[src/prdf_pkg.sv]
// shared types, constants and widths for the pcm ring dma feeder
`default_nettype none

package prdf_pkg;

  // field widths
  localparam int OPCODE_W    = 3;
  localparam int SAMPLE_W    = 16;
  localparam int CLOCK_W     = 32;
  localparam int RATE_W      = 18;
  localparam int REQ_W       = 15;
  localparam int START_W     = 14;
  localparam int MAX_CHUNK_W = 12;
  localparam int BUFFERED_W  = 15;
  localparam int WORD_W      = 2 * SAMPLE_W;

  // clock arithmetic
  localparam int MS_PER_S = 1000;
  localparam int MS_W     = 10;
  localparam int PROD_W   = CLOCK_W + MS_W;

  localparam int HARD_CHUNK_CAP = 2048;

  // parameter defaults
  localparam int DEF_BUFFER_DEPTH = 16384;
  localparam int DEF_SILENCE_LEN  = 256;

  typedef enum logic [OPCODE_W-1:0] {
    OP_WRITE = 3'd0,
    OP_DMA   = 3'd1,
    OP_CLOCK = 3'd2,
    OP_FLUSH = 3'd3,
    OP_SPACE = 3'd4
  } opcode_t;

  typedef enum logic [2:0] {
    S_IDLE,
    S_EXEC,
    S_MUL,
    S_DIV_START,
    S_DIV_WAIT
  } state_t;

  // controller to datapath
  typedef struct packed {
    logic capture;
    logic exec;
    logic mul;
    logic div_start;
    logic finish;
  } dp_cmd_t;

  // datapath to controller
  typedef struct packed {
    logic need_div;
    logic out_free;
    logic div_done;
  } dp_status_t;

endpackage

`default_nettype wire

[src/prdf_div.sv]
// restoring divider, one quotient bit per cycle, for the sample clock
`default_nettype none

module prdf_div import prdf_pkg::*; (
  input  wire logic                clk,
  input  wire logic                rst_n,
  input  wire logic                start,
  input  wire logic [PROD_W-1:0]   dividend,
  input  wire logic [RATE_W-1:0]   divisor,
  output logic                     done,
  output logic [CLOCK_W-1:0]       quotient
);

  localparam int CNT_W = $clog2(PROD_W + 1);

  logic              busy_r;
  logic              done_r;
  logic [CNT_W-1:0]  cnt_r;
  logic [RATE_W-1:0] rem_r;
  logic [PROD_W-1:0] quo_r;
  logic [RATE_W-1:0] div_r;

  logic [RATE_W:0]   shifted;
  logic [RATE_W+1:0] diff;
  logic              fits;

  always_comb begin
    shifted = {rem_r, quo_r[PROD_W-1]};
    diff    = {1'b0, shifted} - {2'b00, div_r};
    fits    = ~diff[RATE_W+1];
  end

  always_ff @(posedge clk) begin
    if (!rst_n) begin
      busy_r <= 1'b0;
      done_r <= 1'b0;
      cnt_r  <= '0;
    end else if (start) begin
      busy_r <= 1'b1;
      done_r <= 1'b0;
      cnt_r  <= CNT_W'(PROD_W);
    end else if (busy_r) begin
      cnt_r <= cnt_r - CNT_W'(1);
      if (cnt_r == CNT_W'(1)) begin
        busy_r <= 1'b0;
        done_r <= 1'b1;
      end
    end else begin
      done_r <= 1'b0;
    end
  end

  always_ff @(posedge clk) begin
    if (start) begin
      rem_r <= '0;
      quo_r <= dividend;
      div_r <= divisor;
    end else if (busy_r) begin
      rem_r <= fits ? diff[RATE_W-1:0] : shifted[RATE_W-1:0];
      quo_r <= {quo_r[PROD_W-2:0], fits};
    end
  end

  assign done     = done_r;
  assign quotient = quo_r[CLOCK_W-1:0];

  // a new division never starts on top of a running one
  a_no_restart: assert property (@(posedge clk) disable iff (!rst_n)
    start |-> !busy_r)
    else $error("divider restarted while busy");

endmodule

`default_nettype wire

[src/prdf_dp.sv]
// datapath: ring pointers, sample store, clock registers, result register
`default_nettype none

module prdf_dp import prdf_pkg::*; #(
  parameter int BUFFER_DEPTH = DEF_BUFFER_DEPTH,
  parameter int SILENCE_LEN  = DEF_SILENCE_LEN
) (
  input  wire logic                          clk,
  input  wire logic                          rst_n,
  input  wire dp_cmd_t                       cmd,
  output dp_status_t                         status,
  input  wire logic [OPCODE_W-1:0]           in_opcode,
  input  wire logic signed [SAMPLE_W-1:0]    in_left_sample,
  input  wire logic signed [SAMPLE_W-1:0]    in_right_sample,
  input  wire logic [CLOCK_W-1:0]            in_base_ms,
  input  wire logic [RATE_W-1:0]             in_new_rate,
  input  wire logic [REQ_W-1:0]              in_request_count,
  input  wire logic                          cfg_we,
  input  wire logic [MAX_CHUNK_W-1:0]        cfg_max_chunk,
  input  wire logic                          out_ready,
  output logic                               out_valid,
  output logic                               out_accepted,
  output logic                               out_has_space,
  output logic [START_W-1:0]                 out_dma_start,
  output logic [MAX_CHUNK_W-1:0]             out_dma_len,
  output logic                               out_dma_silence,
  output logic [CLOCK_W-1:0]                 out_clock_ms,
  output logic [BUFFERED_W-1:0]              out_buffered
);

  localparam int SPAN  = 2 * BUFFER_DEPTH;
  localparam int PW    = $clog2(SPAN);
  localparam int IW    = $clog2(BUFFER_DEPTH);
  localparam int CMPW  = (PW > MAX_CHUNK_W) ? PW : MAX_CHUNK_W;
  localparam int SPW   = (PW > REQ_W) ? PW : REQ_W;
  localparam logic [PW:0]   SPAN_V  = (PW+1)'(SPAN);
  localparam logic [PW-1:0] DEPTH_V = PW'(BUFFER_DEPTH);

  // captured transaction
  logic [OPCODE_W-1:0] op_r;
  logic [SAMPLE_W-1:0] left_r;
  logic [SAMPLE_W-1:0] right_r;
  logic [CLOCK_W-1:0]  base_in_r;
  logic [RATE_W-1:0]   rate_in_r;
  logic [REQ_W-1:0]    req_r;

  // block state
  logic [PW-1:0]          rp_r, rp_nxt;
  logic [PW-1:0]          wp_r, wp_nxt;
  logic [CLOCK_W-1:0]     played_r, played_nxt;
  logic [CLOCK_W-1:0]     base_r, base_nxt;
  logic [RATE_W-1:0]      rate_r, rate_nxt;
  logic [CLOCK_W-1:0]     clock_r, clock_nxt;
  logic [MAX_CHUNK_W-1:0] max_chunk_r;
  logic [PROD_W-1:0]      product_r;
  logic                   out_valid_r, out_valid_nxt;

  logic [WORD_W-1:0] mem [BUFFER_DEPTH];
  logic              mem_we;
  logic [IW-1:0]     wr_idx;
  logic [IW-1:0]     rd_idx;

  // result register
  logic                   out_accepted_r;
  logic                   out_has_space_r;
  logic [START_W-1:0]     out_dma_start_r;
  logic [MAX_CHUNK_W-1:0] out_dma_len_r;
  logic                   out_dma_silence_r;
  logic [CLOCK_W-1:0]     out_clock_ms_r;
  logic [BUFFERED_W-1:0]  out_buffered_r;

  logic                   res_accepted;
  logic                   res_has_space;
  logic [START_W-1:0]     res_start;
  logic [MAX_CHUNK_W-1:0] res_len;
  logic                   res_silence;
  logic [CLOCK_W-1:0]     res_clock;
  logic [BUFFERED_W-1:0]  res_buffered;

  logic [PW-1:0]          used;
  logic [PW-1:0]          free_cnt;
  logic [PW-1:0]          rd_full;
  logic [PW-1:0]          to_end;
  logic [PW-1:0]          avail_lim;
  logic [MAX_CHUNK_W-1:0] cap;
  logic [CMPW-1:0]        chunk_w;
  logic [MAX_CHUNK_W-1:0] chunk;
  logic                   div_done;
  logic [CLOCK_W-1:0]     div_quot;

  // pointers wrap at twice the depth so full and empty differ
  function automatic logic [PW-1:0] ptr_add(input logic [PW-1:0] p, input logic [PW-1:0] n);
    logic [PW:0] s;
    s = {1'b0, p} + {1'b0, n};
    if (s >= SPAN_V) begin
      s = s - SPAN_V;
    end
    return s[PW-1:0];
  endfunction

  function automatic logic [PW-1:0] ptr_pos(input logic [PW-1:0] p);
    return (p >= DEPTH_V) ? (p - DEPTH_V) : p;
  endfunction

  always_comb begin
    logic [PW:0] t;
    t = {1'b0, wp_r} + ((wp_r < rp_r) ? SPAN_V : '0) - {1'b0, rp_r};
    used      = t[PW-1:0];
    free_cnt  = DEPTH_V - used;
    rd_full   = ptr_pos(rp_r);
    rd_idx    = IW'(rd_full);
    wr_idx    = IW'(ptr_pos(wp_r));
    to_end    = DEPTH_V - rd_full;
    avail_lim = (used < to_end) ? used : to_end;
    if (max_chunk_r == '0) begin
      cap = MAX_CHUNK_W'(1);
    end else if (max_chunk_r > MAX_CHUNK_W'(HARD_CHUNK_CAP)) begin
      cap = MAX_CHUNK_W'(HARD_CHUNK_CAP);
    end else begin
      cap = max_chunk_r;
    end
    chunk_w = (CMPW'(avail_lim) < CMPW'(cap)) ? CMPW'(avail_lim) : CMPW'(cap);
    chunk   = MAX_CHUNK_W'(chunk_w);
  end

  always_comb begin
    status.need_div = (op_r == OP_DMA) && (used != '0) && (rate_r != '0);
    status.out_free = !out_valid_r || out_ready;
    status.div_done = div_done;
  end

  always_comb begin
    rp_nxt        = rp_r;
    wp_nxt        = wp_r;
    played_nxt    = played_r;
    base_nxt      = base_r;
    rate_nxt      = rate_r;
    clock_nxt     = clock_r;
    mem_we        = 1'b0;
    res_accepted  = 1'b0;
    res_has_space = 1'b0;
    res_start     = '0;
    res_len       = '0;
    res_silence   = 1'b0;
    res_clock     = clock_r;
    res_buffered  = BUFFERED_W'(used);
    if (cmd.exec) begin
      case (op_r)
        OP_WRITE: begin
          if (used != DEPTH_V) begin
            mem_we       = 1'b1;
            wp_nxt       = ptr_add(wp_r, PW'(1));
            res_accepted = 1'b1;
            res_buffered = BUFFERED_W'(used + PW'(1));
          end
        end
        OP_DMA: begin
          if (used != '0) begin
            rp_nxt       = ptr_add(rp_r, PW'(chunk));
            played_nxt   = played_r + CLOCK_W'(chunk);
            res_start    = START_W'(rd_full);
            res_len      = chunk;
            res_buffered = BUFFERED_W'(used - PW'(chunk));
          end else begin
            res_len     = MAX_CHUNK_W'(SILENCE_LEN);
            res_silence = 1'b1;
          end
        end
        OP_FLUSH: begin
          rp_nxt       = '0;
          wp_nxt       = '0;
          played_nxt   = '0;
          base_nxt     = base_in_r;
          rate_nxt     = rate_in_r;
          clock_nxt    = base_in_r;
          res_clock    = base_in_r;
          res_buffered = '0;
        end
        OP_SPACE: begin
          res_has_space = (SPW'(free_cnt) >= SPW'(req_r));
        end
        default: begin
        end
      endcase
    end
    if (cmd.finish) begin
      clock_nxt = base_r + div_quot;
    end
  end

  always_comb begin
    out_valid_nxt = out_valid_r;
    if ((cmd.exec && !status.need_div) || cmd.finish) begin
      out_valid_nxt = 1'b1;
    end else if (out_ready) begin
      out_valid_nxt = 1'b0;
    end
  end

  always_ff @(posedge clk) begin
    if (!rst_n) begin
      rp_r        <= '0;
      wp_r        <= '0;
      played_r    <= '0;
      base_r      <= '0;
      rate_r      <= '0;
      clock_r     <= '0;
      max_chunk_r <= MAX_CHUNK_W'(HARD_CHUNK_CAP);
      out_valid_r <= 1'b0;
    end else begin
      rp_r        <= rp_nxt;
      wp_r        <= wp_nxt;
      played_r    <= played_nxt;
      base_r      <= base_nxt;
      rate_r      <= rate_nxt;
      clock_r     <= clock_nxt;
      out_valid_r <= out_valid_nxt;
      if (cfg_we) begin
        max_chunk_r <= cfg_max_chunk;
      end
    end
  end

  always_ff @(posedge clk) begin
    if (cmd.capture) begin
      op_r      <= in_opcode;
      left_r    <= in_left_sample;
      right_r   <= in_right_sample;
      base_in_r <= in_base_ms;
      rate_in_r <= in_new_rate;
      req_r     <= in_request_count;
    end
    if (cmd.mul) begin
      product_r <= played_r * MS_W'(MS_PER_S);
    end
    if (cmd.exec) begin
      out_accepted_r    <= res_accepted;
      out_has_space_r   <= res_has_space;
      out_dma_start_r   <= res_start;
      out_dma_len_r     <= res_len;
      out_dma_silence_r <= res_silence;
      out_clock_ms_r    <= res_clock;
      out_buffered_r    <= res_buffered;
    end else if (cmd.finish) begin
      out_clock_ms_r    <= clock_nxt;
    end
  end

  always_ff @(posedge clk) begin
    if (mem_we) begin
      mem[wr_idx] <= {right_r, left_r};
    end
  end

  prdf_div u_div (
    .clk      (clk),
    .rst_n    (rst_n),
    .start    (cmd.div_start),
    .dividend (product_r),
    .divisor  (rate_r),
    .done     (div_done),
    .quotient (div_quot)
  );

  assign out_valid       = out_valid_r;
  assign out_accepted    = out_accepted_r;
  assign out_has_space   = out_has_space_r;
  assign out_dma_start   = out_dma_start_r;
  assign out_dma_len     = out_dma_len_r;
  assign out_dma_silence = out_dma_silence_r;
  assign out_clock_ms    = out_clock_ms_r;
  assign out_buffered    = out_buffered_r;

  // fill level never passes the depth
  a_fill_bound: assert property (@(posedge clk) disable iff (!rst_n)
    used <= DEPTH_V)
    else $error("ring fill level above depth");

  // clock result is only finished with a fresh quotient
  a_finish_done: assert property (@(posedge clk) disable iff (!rst_n)
    cmd.finish |-> div_done)
    else $error("clock finished without divider result");

  // an item needing no division is presented in the next cycle
  a_direct_result: assert property (@(posedge clk) disable iff (!rst_n)
    (cmd.exec && !status.need_div) |=> out_valid_r)
    else $error("result lost after execute");

endmodule

`default_nettype wire

[src/prdf_ctrl.sv]
// controller state machine sequencing capture, execute and clock division
`default_nettype none

module prdf_ctrl import prdf_pkg::*; (
  input  wire logic       clk,
  input  wire logic       rst_n,
  input  wire logic       in_valid,
  output logic            in_ready,
  input  wire dp_status_t status,
  output dp_cmd_t         cmd
);

  state_t state_r, state_nxt;

  always_comb begin
    state_nxt = state_r;
    unique case (state_r)
      S_IDLE: begin
        if (in_valid) begin
          state_nxt = S_EXEC;
        end
      end
      S_EXEC: begin
        if (status.out_free) begin
          state_nxt = status.need_div ? S_MUL : S_IDLE;
        end
      end
      S_MUL:       state_nxt = S_DIV_START;
      S_DIV_START: state_nxt = S_DIV_WAIT;
      S_DIV_WAIT: begin
        if (status.div_done) begin
          state_nxt = S_IDLE;
        end
      end
      default:     state_nxt = S_IDLE;
    endcase
  end

  always_comb begin
    in_ready      = 1'b0;
    cmd           = '0;
    unique case (state_r)
      S_IDLE: begin
        in_ready    = 1'b1;
        cmd.capture = in_valid;
      end
      S_EXEC:      cmd.exec      = status.out_free;
      S_MUL:       cmd.mul       = 1'b1;
      S_DIV_START: cmd.div_start = 1'b1;
      S_DIV_WAIT:  cmd.finish    = status.div_done;
      default: begin
      end
    endcase
  end

  always_ff @(posedge clk) begin
    if (!rst_n) begin
      state_r <= S_IDLE;
    end else begin
      state_r <= state_nxt;
    end
  end

endmodule

`default_nettype wire

[src/pcm_ring_dma_feeder_with_clock_unit.sv]
// top level of the pcm ring buffer dma feeder with sample clock
//
//  channel  | direction | handshake            | payload
//  ---------+-----------+----------------------+-------------------------------------
//  in_      | input     | in_valid / in_ready  | opcode, samples, base, rate, count
//  out_     | output    | out_valid/out_ready  | accepted, has_space, descriptor,
//           |           |                      | clock_ms, buffered
//  cfg_     | input     | cfg_valid/cfg_ready  | max_chunk
//
//  most transactions are captured, then executed into the result register
//  a dma request that moves samples while the rate is nonzero adds a multiply step,
//    then a restoring divider that retires one of 42 quotient bits per cycle
//  the next transaction is taken while a finished result still waits on out_ready;
//    execution stalls only while the result register is still occupied
//  rst_n is synchronous and active low; pointers, clock and max_chunk (2048) reset, no clearing pass
//  cfg writes are always taken (cfg_ready tied high) and should land only while idle
`default_nettype none

module pcm_ring_dma_feeder_with_clock_unit import prdf_pkg::*; #(
  parameter int BUFFER_DEPTH = DEF_BUFFER_DEPTH,
  parameter int SILENCE_LEN  = DEF_SILENCE_LEN
) (
  input  wire logic                        clk,
  input  wire logic                        rst_n,
  // input transactions
  input  wire logic                        in_valid,
  output logic                             in_ready,
  input  wire logic [OPCODE_W-1:0]         in_opcode,
  input  wire logic signed [SAMPLE_W-1:0]  in_left_sample,
  input  wire logic signed [SAMPLE_W-1:0]  in_right_sample,
  input  wire logic [CLOCK_W-1:0]          in_base_ms,
  input  wire logic [RATE_W-1:0]           in_new_rate,
  input  wire logic [REQ_W-1:0]            in_request_count,
  // result transactions
  output logic                             out_valid,
  input  wire logic                        out_ready,
  output logic                             out_accepted,
  output logic                             out_has_space,
  output logic [START_W-1:0]               out_dma_start,
  output logic [MAX_CHUNK_W-1:0]           out_dma_len,
  output logic                             out_dma_silence,
  output logic [CLOCK_W-1:0]               out_clock_ms,
  output logic [BUFFERED_W-1:0]            out_buffered,
  // configuration write
  input  wire logic                        cfg_valid,
  output logic                             cfg_ready,
  input  wire logic [MAX_CHUNK_W-1:0]      cfg_max_chunk
);

  dp_cmd_t    cmd;
  dp_status_t status;

  // the chunk cap register has no side effects, so writes are never held off
  assign cfg_ready = 1'b1;

  // sequencing: capture -> execute -> optional multiply and divide for the clock
  prdf_ctrl u_ctrl (
    .clk      (clk),
    .rst_n    (rst_n),
    .in_valid (in_valid),
    .in_ready (in_ready),
    .status   (status),
    .cmd      (cmd)
  );

  // pointers, sample store, clock state and the result register
  prdf_dp #(
    .BUFFER_DEPTH (BUFFER_DEPTH),
    .SILENCE_LEN  (SILENCE_LEN)
  ) u_dp (
    .clk              (clk),
    .rst_n            (rst_n),
    .cmd              (cmd),
    .status           (status),
    .in_opcode        (in_opcode),
    .in_left_sample   (in_left_sample),
    .in_right_sample  (in_right_sample),
    .in_base_ms       (in_base_ms),
    .in_new_rate      (in_new_rate),
    .in_request_count (in_request_count),
    .cfg_we           (cfg_valid && cfg_ready),
    .cfg_max_chunk    (cfg_max_chunk),
    .out_ready        (out_ready),
    .out_valid        (out_valid),
    .out_accepted     (out_accepted),
    .out_has_space    (out_has_space),
    .out_dma_start    (out_dma_start),
    .out_dma_len      (out_dma_len),
    .out_dma_silence  (out_dma_silence),
    .out_clock_ms     (out_clock_ms),
    .out_buffered     (out_buffered)
  );

endmodule

`default_nettype wire
[config.mk]
export PLATFORM = sky130hd
export DESIGN_NAME = pcm_ring_dma_feeder_with_clock_unit
export DESIGN_NICKNAME = d
export VERILOG_FILES = /design/src/prdf_pkg.sv /design/src/prdf_div.sv /design/src/prdf_dp.sv /design/src/prdf_ctrl.sv /design/src/pcm_ring_dma_feeder_with_clock_unit.sv
export SDC_FILE = /design/constraint.sdc
export NUM_CORES = 1
export LEC_CHECK = 0
export ABC_CLOCK_PERIOD_IN_PS = 24700
export BUFFER_PORTS_ARGS = -buffer_cell sky130_fd_sc_hd__buf_2
export CAP_MARGIN = 15
export CELL_PAD_IN_SITES_DETAIL_PLACEMENT = 0
export CELL_PAD_IN_SITES_GLOBAL_PLACEMENT = 1
export CORE_MARGIN = 1.5
export CORE_UTILIZATION = 50
export CTS_BUF_LIST = sky130_fd_sc_hd__clkbuf_2
export CTS_CLUSTER_SIZE = 20
export DETAILED_ROUTE_END_ITERATION = 10
export PLACE_DENSITY_LB_ADDON = 0.1
export SYNTH_ARGS = -nofsm -noshare
export SYNTH_HDL_FRONTEND = slang
export SYNTH_SLANG_ARGS = --single-unit
[constraint.sdc]
create_clock -name clk -period 24.7 [get_ports clk]
set_clock_uncertainty 0.05 [all_clocks]
set_input_delay 3.705 -clock clk [delete_from_list [all_inputs] [get_ports clk]]
set_output_delay 3.705 -clock clk [all_outputs]
set_load 0.01 [all_outputs]
==> results.cfg <==
[cells_and_area]
fill_cells = 4876
post-route-util_pct = 56.0
fin_nets = 3423
area_delta_synth_final_pct = 10.1
layout-drive-gt1-share_pct = 13.8

[timing]
tightest_slew_ps = 1240
tns_ps = 0
period_share_pct = 50.9
drv_slew = 0
fin_hold_ws_ps = 399
fin_crit_ps = 12560
setup_viol = 0
maxSlewHeadroom_pct = 16.5
rsz0062_at_grt = false
layout_setup_ws_ps = 12140
finalHoldViolCount = 0
timing.fmax_mhz = 79.6

[routing]
dr.pass1.iters = 6
vias = 20800
viasPerCell = 5.55
ant_nets = 0
drc = 0
wl_per_cell_um = 18.1
routed_wl_um = 67900
first_iter_violations = 1354

[placed_design]
pre_cts_slack_ps = 12490
place_congestion = 0.877
place_hpwl_um = 50400
io_buffers = 162

[logic_synthesis]
synth_nets = 3210
synthMuxAreaShare_pct = 0.819
synth_top_area_share_pct = 27.1
synth_fa_ha_area_share_pct = 19.8
synth_area_leaders = edfxtp_1 27%, dfxtp_1 14%, ha_1 11%, fa_1 9.2%, nand2_1 5.3%
yosys.area_share.xor_xnor_pct = 5.25
synth_edf_count = 243
synth.largest_area_cell = edfxtp_1
synth_compound_area_share_pct = 13.5
synth.avg_cell_area_um2 = 9.80
synth_most_common_cell = nand2_1
synth_cell_types = 80
synth_top_family_by_area = adder cells
yosysWarnings = 0
postSynth.asyncResetShare_pct = 0
synthCells = 2743
synth_seq_cells = 429
yosysSeqAreaShare_pct = 41.0
synth-main-ff-cell = edfxtp_1
ys_top_cells_by_count = 381 x nand2_1, 243 x edfxtp_1, 243 x nor2_1
yosys.area_share.simple_pct = 16.1
syn_area_um2 = 26900

[floorplanning]
fp.dieArea_um2 = 55200
ios = 196
die_x_um = 235
start_util_pct = 50.9
num_rows = 84
core_area_um2 = 52900
fp.dieH_um = 235

[hold_path]
hold_class = flop to flop

[clocking]
numCtsBuffers = 114
cts_sinks = 429
clk_pin_slew_ps = 100
tritoncts = done
htreeDepth = 3
cts-root-buf = clkbuf_2
postCtsHoldBufs = 0
clock_path_buffers = 3
post_cts_buffers = 0
cts_resized = 0
clock_latency_ps = 1180

[grt]
antenna_found_initial = 2
grt_max_degree = 75
grt_overflow = 0
first_global_vias = 20500
grt_usage_pct = 24.9
grt_pass1_wl_um = 110000

[critical_path]
max_stage_delay_ps = 1090
setup.worst_path.class = flop to flop
critical_path.endpoint_type = flop
arrival_ps = 13550
critPathLaunchType = flop
worstPathMaxFanout = 19
required_ps = 25690
cpMostUsedCell = o21ai_0
worst_path_max_delay_cell = o21ai_0

[outcome]
status = completed

[flow_run]
cap_violations = 0
cell families (layout without fill, tap and decap cells):
logic type | count (synthesis) | count (layout)
fa+ha+maj | 352 | 352
buf+inv | 249 | 557
other cells | 1 | 4
xor+xnor | 161 | 161
simple gates | 952 | 952
mux | 22 | 22
flops | 429 | 429
compound gates | 577 | 577
worst max-delay path, delay by kind of cell (launching register included):
family,cells,cell delay (ps)
compound gates,25,6930
xor+xnor,2,720
flops,1,530
simple gates,8,1750
buf+inv,3,550
fa+ha+maj,5,1840
cell usage in the layout, fill, tap and decap left out, drive strengths merged, types with 22 or more instances in the layout:
master	instances
nor2	244
a31oi	42
inv	157
clkinv	32
and3	27
dfxtp	186
and2	47
clkbuf	178
a211oi	23
nor2b	23
o21a	38
a21o	33
nand3	47
mux2i	22
xnor2	118
fa	124
o21ai	113
buf	188
xor2	43
ha	226
nand2b	24
edfxtp	243
a21oi	204
nand2	381
nor3	78
path summary, 6_finish.rpt:
check,start,to,slack (ps),depth (start not counted)
worst min-delay path,u_dp.product_r[19],u_dp.u_div.quo_r[19],400,2
worst max-delay path,u_dp.rp_r[10],u_dp.rp_r[14],12140,43
worst max register to register,u_dp.rp_r[10],u_dp.rp_r[14],12140,43
worst min register to register,u_dp.product_r[19],u_dp.u_div.quo_r[19],400,2
sequential cells by signal, indices dropped and copies added (netlist names), 3 cells and up:
signal / count
u_dp.out_dma_len: 12
u_dp.clock_r: 32
u_dp.rate_in_r: 18
u_dp.product_r: 39
u_dp.out_buffered: 15
u_dp.max_chunk_r: 12
u_dp.played_r: 32
u_dp.u_div.quo_r: 42
u_dp.out_clock_ms: 32
u_dp.u_div.div_r: 18
u_dp.u_div.cnt_r: 6
u_dp.rp_r: 15
u_dp.base_r: 32
u_dp.op_r: 3
u_dp.u_div.rem_r: 18
u_dp.rate_r: 18
u_ctrl.state_r: 3
u_dp.base_in_r: 32
u_dp.out_dma_start: 14
u_dp.req_r: 15
u_dp.wp_r: 15
layout make-up:
cell class | instances | area, um^2 | area share, %
Clock buffer | 178 | 891 | 3.01
Inverter | 158 | 594 | 2.01
Timing Repair Buffer | 188 | 1020 | 3.44
Tap cell | 688 | 861 | 2.91
Clock inverter | 33 | 213 | 0.719
Sequential cell | 429 | 11000 | 37.2
Antenna cell | 3 | 7.51 | 0.0254
Multi-Input combinational cell | 2065 | 15000 | 50.6
per-stage QoR:
stage | instance area, um^2 | std cells
2_1_floorplan | 26900 | 2743
3_3_place_gp | 28400 | 3526
3_5_place_dp | 28400 | 3526
4_1_cts | 29600 | 3737
5_1_grt | 29600 | 3742
6_report | 29600 | 3742
per-layer routing:
metal	vias up	global-route usage (%)	routed length, um
li1	10200	-	-
met1	9997	34.9	32600
met4	0	7.99	1760
met5	-	0	0
met3	120	4.89	3260
met2	470	38.7	30300
Power is left out: the tool's default activity adds up to more than one toggle a clock period on the data nets, which glitch-free logic cannot reach.
